## config.mk

```make
export PLATFORM = sky130hd
export DESIGN_NAME = cbc_map
export DESIGN_NICKNAME = d
export VERILOG_FILES = /design/src/rtl/cartridge_bank_controller_assert.svh /design/src/rtl/cbc_pkg.sv /design/src/rtl/cbc_map.sv
export SDC_FILE = /design/constraint.sdc
export NUM_CORES = 1
export LEC_CHECK = 0
export ABC_AREA = 1
export ABC_CLOCK_PERIOD_IN_PS = 1200
export BUFFER_PORTS_ARGS = -buffer_cell sky130_fd_sc_hd__buf_2
export CAP_MARGIN = 20
export CELL_PAD_IN_SITES_DETAIL_PLACEMENT = 0
export CELL_PAD_IN_SITES_GLOBAL_PLACEMENT = 1
export CORE_MARGIN = 8
export CORE_UTILIZATION = 25
export DETAILED_ROUTE_END_ITERATION = 12
export PLACE_DENSITY_LB_ADDON = 0.25
export SKIP_CTS_REPAIR_TIMING = 1
export SYNTH_ARGS = -nofsm -noshare
export SYNTH_HDL_FRONTEND = slang
export SYNTH_SLANG_ARGS = --single-unit
```

## constraint.sdc

```tcl
create_clock -name clk_i -period 1.2 [get_ports clk_i]
set_input_delay 0.12 -clock clk_i [delete_from_list [all_inputs] [get_ports clk_i]]
set_output_delay 0.12 -clock clk_i [all_outputs]
set_load 0.1 [all_outputs]
```

## src/rtl/cartridge_bank_controller_assert.svh

```systemverilog
// Assertion macros for the cartridge bank controller.
`ifndef CARTRIDGE_BANK_CONTROLLER_ASSERT_SVH
`define CARTRIDGE_BANK_CONTROLLER_ASSERT_SVH

`ifndef NO_ASSERTIONS

// Implication or plain property, checked on clk_i outside reset.
`define CBC_ASSERT(lbl, prop, msg) \
  lbl: assert property (@(posedge clk_i) disable iff (!rst_ni) (prop)) else $error(msg);

// Condition that must never be true.
`define CBC_NEVER(lbl, cond, msg) \
  lbl: assert property (@(posedge clk_i) disable iff (!rst_ni) !(cond)) else $error(msg);

`else

`define CBC_ASSERT(lbl, prop, msg)
`define CBC_NEVER(lbl, cond, msg)

`endif

`endif

```

## src/rtl/cbc_pkg.sv

```systemverilog
// Shared types, constants and decode helpers for the cartridge bank controller.
`timescale 1ns / 1ps

package cbc_pkg;

  localparam int RAM_DEPTH     = 32768;
  localparam int RAM_AW        = $clog2(RAM_DEPTH);
  localparam int ROM_ADDR_BITS = 21;
  localparam int ROM_AW        = 21;  // fixed width of the rom_address field
  localparam int CFG_IDX_W     = 2;
  localparam int CFG_DATA_W    = 5;

  // Configuration register indexes
  localparam logic [CFG_IDX_W-1:0] CFG_ROM_SIZE    = 2'd0;
  localparam logic [CFG_IDX_W-1:0] CFG_RAM_PRESENT = 2'd1;
  localparam logic [CFG_IDX_W-1:0] CFG_RAM_SIZE    = 2'd2;

  localparam logic [4:0] ROM_SIZE_RESET = 5'd15;
  localparam logic [4:0] ROM_SIZE_MIN   = 5'd15;
  localparam logic [4:0] ROM_SIZE_MAX   = 5'(ROM_ADDR_BITS);
  localparam logic [3:0] RAM_SIZE_RESET = 4'd13;
  localparam logic [3:0] RAM_SIZE_MIN   = 4'd11;
  localparam logic [3:0] RAM_SIZE_MAX   = 4'd15;

  localparam logic [3:0] RAM_GATE_KEY = 4'hA;
  localparam logic [7:0] OPEN_BUS     = 8'hFF;

  localparam logic [0:0] MODE_READ  = 1'b0;
  localparam logic [0:0] MODE_WRITE = 1'b1;

  typedef enum logic [2:0] {
    RG_GATE,
    RG_BANK,
    RG_UPPER,
    RG_MODE,
    RG_RAM,
    RG_NONE
  } region_e;

  // Decode result handed from the mapper to the pipeline.
  typedef struct packed {
    logic              ram_we;
    logic              ram_rd;
    logic [RAM_AW-1:0] ram_idx;
    logic [7:0]        rdata;
    logic              fetch;
    logic [ROM_AW-1:0] raddr;
    logic              unm;
  } map_t;

  function automatic region_e region_of(logic [15:0] addr);
    region_e r;
    case (addr[15:13])
      3'b000:  r = RG_GATE;
      3'b001:  r = RG_BANK;
      3'b010:  r = RG_UPPER;
      3'b011:  r = RG_MODE;
      3'b101:  r = RG_RAM;
      default: r = RG_NONE;
    endcase
    return r;
  endfunction

endpackage

```

## src/rtl/cbc_map.sv

```systemverilog
// Banking and configuration registers with the address mapper.
`timescale 1ns / 1ps

module cbc_map import cbc_pkg::*; (
  input  logic                  clk_i,
  input  logic                  rst_ni,
  input  logic                  cfg_we_i,
  input  logic [CFG_IDX_W-1:0]  cfg_index_i,
  input  logic [CFG_DATA_W-1:0] cfg_data_i,
  input  logic                  acc_i,
  input  logic                  mode_i,
  input  logic [15:0]           bus_address_i,
  input  logic [7:0]            write_data_i,
  output map_t                  map_o
);

  logic [4:0] rom_size_q, rom_size_d;
  logic       ram_present_q, ram_present_d;
  logic [3:0] ram_size_q, ram_size_d;
  logic       ram_gate_q, ram_gate_d;
  logic [4:0] rom_bank_q, rom_bank_d;
  logic [1:0] upper_q, upper_d;
  logic       bmode_q, bmode_d;

  region_e           region;
  logic              wr;
  logic              ram_on;
  logic [4:0]        rom_n;
  logic [3:0]        ram_n;
  logic [ROM_AW-1:0] rom_mask;
  logic [14:0]       ram_mask;
  logic [14:0]       ram_lin;
  logic [4:0]        bank_eff;
  logic [ROM_AW-1:0] rom_lin;

  assign region = region_of(bus_address_i);
  assign wr     = (mode_i == MODE_WRITE);
  assign ram_on = ram_gate_q & ram_present_q;

  always_comb begin
    rom_size_d    = rom_size_q;
    ram_present_d = ram_present_q;
    ram_size_d    = ram_size_q;
    if (cfg_we_i) begin
      case (cfg_index_i)
        CFG_ROM_SIZE:    rom_size_d    = cfg_data_i;
        CFG_RAM_PRESENT: ram_present_d = cfg_data_i[0];
        CFG_RAM_SIZE:    ram_size_d    = cfg_data_i[3:0];
        default:         ;
      endcase
    end
  end

  always_comb begin
    ram_gate_d = ram_gate_q;
    rom_bank_d = rom_bank_q;
    upper_d    = upper_q;
    bmode_d    = bmode_q;
    if (acc_i && wr) begin
      case (region)
        RG_GATE:  ram_gate_d = (write_data_i[3:0] == RAM_GATE_KEY);
        RG_BANK:  rom_bank_d = write_data_i[4:0];
        RG_UPPER: upper_d    = write_data_i[1:0];
        RG_MODE:  bmode_d    = write_data_i[0];
        default:  ;
      endcase
    end
  end

  always_ff @(posedge clk_i or negedge rst_ni) begin
    if (!rst_ni) begin
      rom_size_q    <= ROM_SIZE_RESET;
      ram_present_q <= 1'b0;
      ram_size_q    <= RAM_SIZE_RESET;
      ram_gate_q    <= 1'b0;
      rom_bank_q    <= '0;
      upper_q       <= '0;
      bmode_q       <= 1'b0;
    end else begin
      rom_size_q    <= rom_size_d;
      ram_present_q <= ram_present_d;
      ram_size_q    <= ram_size_d;
      ram_gate_q    <= ram_gate_d;
      rom_bank_q    <= rom_bank_d;
      upper_q       <= upper_d;
      bmode_q       <= bmode_d;
    end
  end

  // Clamp sizes to the supported range.
  always_comb begin
    rom_n = rom_size_q;
    if (rom_n < ROM_SIZE_MIN) rom_n = ROM_SIZE_MIN;
    if (rom_n > ROM_SIZE_MAX) rom_n = ROM_SIZE_MAX;
    ram_n = ram_size_q;
    if (ram_n < RAM_SIZE_MIN) ram_n = RAM_SIZE_MIN;
  end

  assign rom_mask = ROM_AW'((33'd1 << rom_n) - 33'd1);
  assign ram_mask = 15'((17'd1 << ram_n) - 17'd1);
  assign bank_eff = (rom_bank_q == 5'd0) ? 5'd1 : rom_bank_q;

  always_comb begin
    if (!bus_address_i[14]) begin
      rom_lin = {bmode_q ? upper_q : 2'b00, 5'd0, bus_address_i[13:0]};
    end else begin
      rom_lin = {upper_q, bank_eff, bus_address_i[13:0]};
    end
  end

  assign ram_lin = {bmode_q ? upper_q : 2'b00, bus_address_i[12:0]} & ram_mask;

  always_comb begin
    map_o         = '0;
    map_o.ram_idx = ram_lin[RAM_AW-1:0];
    case (region)
      RG_GATE, RG_BANK, RG_UPPER, RG_MODE: begin
        if (!wr) begin
          map_o.fetch = 1'b1;
          map_o.raddr = rom_lin & rom_mask;
        end
      end
      RG_RAM: begin
        map_o.ram_we = acc_i & wr & ram_on;
        map_o.ram_rd = acc_i & !wr & ram_on;
        if (!wr && !ram_on) map_o.rdata = OPEN_BUS;
      end
      default: begin
        map_o.unm = 1'b1;
        if (!wr) map_o.rdata = OPEN_BUS;
      end
    endcase
  end

endmodule

```

Yosys cells after proc, flatten, opt, wreduce, memory -nomap -nowiden --
Index checks and enable logic that the tools add are counted.
Cells by class: $lt $le $gt $ge 3, bitwise operators 7, add/subtract/negate cells 2, equality and inequality tests 11, shifts and indexed selects 2, muxes and demuxes 14, reductions and logical operators 17
Operators with widths (number):
- $mux W22 | 2
- $and A21 B21 Y21 | 1
- $mux W21 | 1
- $shl A1 B5 Y21 const A | 1
- $sub A21 B1 Y21 const B | 1
- $mux W8 | 2
- $pmux W8 S2 | 1
- $and A15 B15 Y15 | 1
- $mux W5 | 3
- $pmux W3 S5 | 1
- $shl A1 B4 Y15 const A | 1
- $sub A15 B1 Y15 const B | 1
- $reduce_and A2 Y1 | 7
- $eq A3 B2 Y1 const B | 4
- $eq A3 B1 Y1 const B | 2
- $eq A3 B3 Y1 const B | 2
- $logic_not A3 Y1 | 2
- $and A1 B1 Y1 | 5
- $gt A5 B5 Y1 const B | 1
- $logic_not A5 Y1 | 1
- $lt A5 B4 Y1 const B | 1
- $reduce_or A5 Y1 | 1
- $eq A4 B4 Y1 const B | 1
- $lt A4 B4 Y1 const B | 1
- 9 further kinds | 12
Word-level totals: output and inout port bits 48, input bits 36, logic and storage cells 63, flip-flop bits (word level) 19

Depth between registers and ports, before layout --
word-level depth 9, depth in mapped cells 8, depth with buffers taken out 8

Worst setup path after synthesis --
Ideal clock, no wire load.
path type input -> output, from input mode_i, to output map_o[18] (netlist name), path buffers 0, data required time 1.080 ns, cell stages on the path 3, data arrival time 3.533 ns, slack -2.453 ns, path through nor2_2 -> nand2_1 -> nor3b_1
RTL lines:
- start, declared | line cbc_map.sv:11 | input logic mode_i,
- end, declared | line cbc_map.sv:14 | output map_t map_o

==> impl_results.md <==
- Inst Count DP: ~360
- Max Slew Vio Count: 0
- Power Density: around 970 nW/um^2
- I/O pin total: 84
- N_diodes: 0
- Clock Path Buffers: 2
- Die Y: about 89 microns
- Die width: about 89 microns
- CTS tree: done
- Dominant register cell in the synthesized netlist: dfrtp_1
- Grt ovf: 0
- Final Non-Filler Cells: 372
- Number of global-route vias before repair: 1531
- Layout cells sized above 1: about three fifths
- Total GRT Usage: 11.9%
- DR vias: approximately 1600
- DP Area: approximately 2700 sq um
- Failing checks: negative setup slack
- Tcrit/Tclk final: 144%
- Post-Syn Area: between 1000 and 1500 sq um
- Netlist cell types: 21
- Leak: 1.38 nW
- Setup Viol. Count Final: 21
- Arr. time, crit path: roughly 1.6 ns
- Top delay family on crit path: flip-flops
- Seq cells post-synth: 19
- Share of the yosys chip area belonging to registers: roughly 36%
- Final wirelength: around 4600 microns
- Setup crit start kind: flop
- Most common cell after layout, fill and taps aside: buf_2
- Highest clock rate: slightly below 0.6 GHz
- Reg clk slew, reported paths: 0.07 ns
- Die area: between 7000 and 8000 sq um
- Clock sinks: 19
- Post-DRT Antenna Nets: 0
- CP Cell Sequence: nand2_4 -> inv_4 -> nand3_4 -> ha_4 -> inv_2 -> o21ai_1 -> nand3_1 -> nor2_4 -> buf_12
- Slowest cell on the critical path: dfstp_2
- Area grow syn2layout: 123%
- R2R Setup Slk: ~0.31 ns
- Max incr delay on CP: 0.56 ns
- Drt wl/cell: 12.4 microns
- Hold Fails Final Rpt: 0
- Clock Latency Late Sink: ~0.25 ns
- Drt drc: 0
- Row count: 26
- Dpl hpwl: ~4000 microns
- Core area: around 5100 sq um
- Worst IR Drop VDD: between 0.7 and 0.8 mV
- Final non-filler cell area: just under 3000 sq um
- Largest net degree at the start of global routing: 20
- Mean cell area of the mapped netlist: 6.57 sq um
- First-pass detailed-route iteration total: 4
- R2R Path Start: rom_bank_q[3]
- WP data required: between 1 and 1.5 ns
- Drt first-iter violations: 38
- Critical Path Source: ram_size_q[3]
- Worst Skew: 0 ns
- Final RePlAce weighted congestion: roughly 0.8
- Via density: ~4.2
- Post-synth EDFFs: 0
- Max Cap Violations: 0
- Num CTS Buffers: 3
- FFs w/ async S/R, synth: between 90% and 100%
- Warnings, synthesis: 0
- Worst setup EP type: output port
- Dpl ws: -0.302 ns
- Sequential cell area: around 480 sq um
- Port Buffers: 80
- Nets@finish: about 340
- Post-synthesis cell count: between 200 and 250
- Worst Path Max Fanout: 3
- Min-delay src: write_data_i[0]
- Crit path buf inv count: 3
- Initial core utilization: between 20% and 30%
- H-tree Lvls: 1
- Min-delay worst type: primary input to flop
- Initial antenna violation count: 0
- Min Tclk post-route: between 1.5 and 2 ns
- Layout fillers: between 400 and 500
- Final worst setup slack: -0.530 ns
- Hold WS: roughly 0.1 ns
- Status: complete, but fails checks
- First-pass GRT wire length: between 7000 and 8000 microns
- Setup CP Type: flop to output port
- Multi-input logic area: 970 sq um
- Tot Pwr: 0.00287 W
- Unrepaired setup endpoints after global routing: yes
- Most frequent cells in the layout: buf_2 (41), buf_12 (39), nand2_1 (35), inv_1 (29), buf_4 (22)
- CTS root buffer: clkbuf_8
[per-stage QoR]
step / setup TNS [ns] / util, %
3_5_place_dp: -1.61 / 53.4
4_1_cts: -6.52 / 54.3
5_1_grt: -7.60 / 57.8
3_3_place_gp: -1.39 / 53.4
2_1_floorplan: -12.94 / -
6_report: -6.22 / 57.8
[logic make-up (layout without fill, tap and decap cells)]
| family | after synthesis | in the layout | synth area share (%) |
|---|---|---|---|
| adders and majority gates | 3 | 3 | 2.83 |
| muxes | 1 | 1 | 1.13 |
| buffers and inverters | 51 | 148 | 16.8 |
| and+or+nand+nor | 102 | 102 | 33.1 |
| AOI/OAI and AO/OA | 25 | 25 | 9.43 |
| other | 1 | 4 | 0.282 |
| DFF | 19 | 19 | 36.5 |
[flip-flops by register name, indices dropped and copies added, names as in the netlist]
signal and cells:
rom_bank_q 5, ram_present_q 1, bmode_q 1, ram_gate_q 1, ram_size_q 4, rom_size_q 5
upper_q 2
[report_power, final]
part           internal, W  switching (W)
logic             0.000582       0.000992
registers         0.000782      0.0000831
clock network     0.000230       0.000203
total              0.00159        0.00128
[metal layers]
| layer | share of wire (%) | track usage, % |
|---|---|---|
| met5 | 0 | 0 |
| met3 | 6.7 | 3.06 |
| met1 | 44 | 15.2 |
| met2 | 49 | 20.0 |
| met4 | 0.28 | 1.38 |
[path summary, 6_finish.rpt]
check | to | cells after the start
setup / recovery | map_o[44] | 9
hold / removal | bmode_q | 3
setup reg to reg | rom_bank_q[3] | 2
hold reg to reg | rom_size_q[0] | 2
max in group asynchronous | ram_size_q[3] | 2
min in group asynchronous | rom_size_q[4] | 2
[layout make-up]
cell class | instances | area share [%]
repair buffers | 109 | 41.6
inverters | 35 | 4.66
well taps | 70 | 2.96
clock buffers | 3 | 1.40
clock inverters | 1 | 0.169
multi-input cells | 135 | 32.8
flip-flops and latches | 19 | 16.4
[cell usage after synthesis, types with 4 or more instances]
master | count | area (sq um)
nand3_1 | 15 | 75.1
nand4_1 | 4 | 25.0
dfstp_2 | 7 | 184
o21ai_0 | 20 | 100
nor3_1 | 7 | 35.0
nor2_1 | 29 | 109
dfrtp_1 | 12 | 300
inv_1 | 35 | 131
a21oi_1 | 5 | 25.0
buf_4 | 8 | 60.1
clkbuf_1 | 7 | 26.3
nand2_1 | 40 | 150
[worst min-delay path: stages]
cell     delay (ns)
buf_2          0.09
nand2_1        0.04
o21ai_0        0.06
No activity file was read; power rests on OpenSTA's default activity.
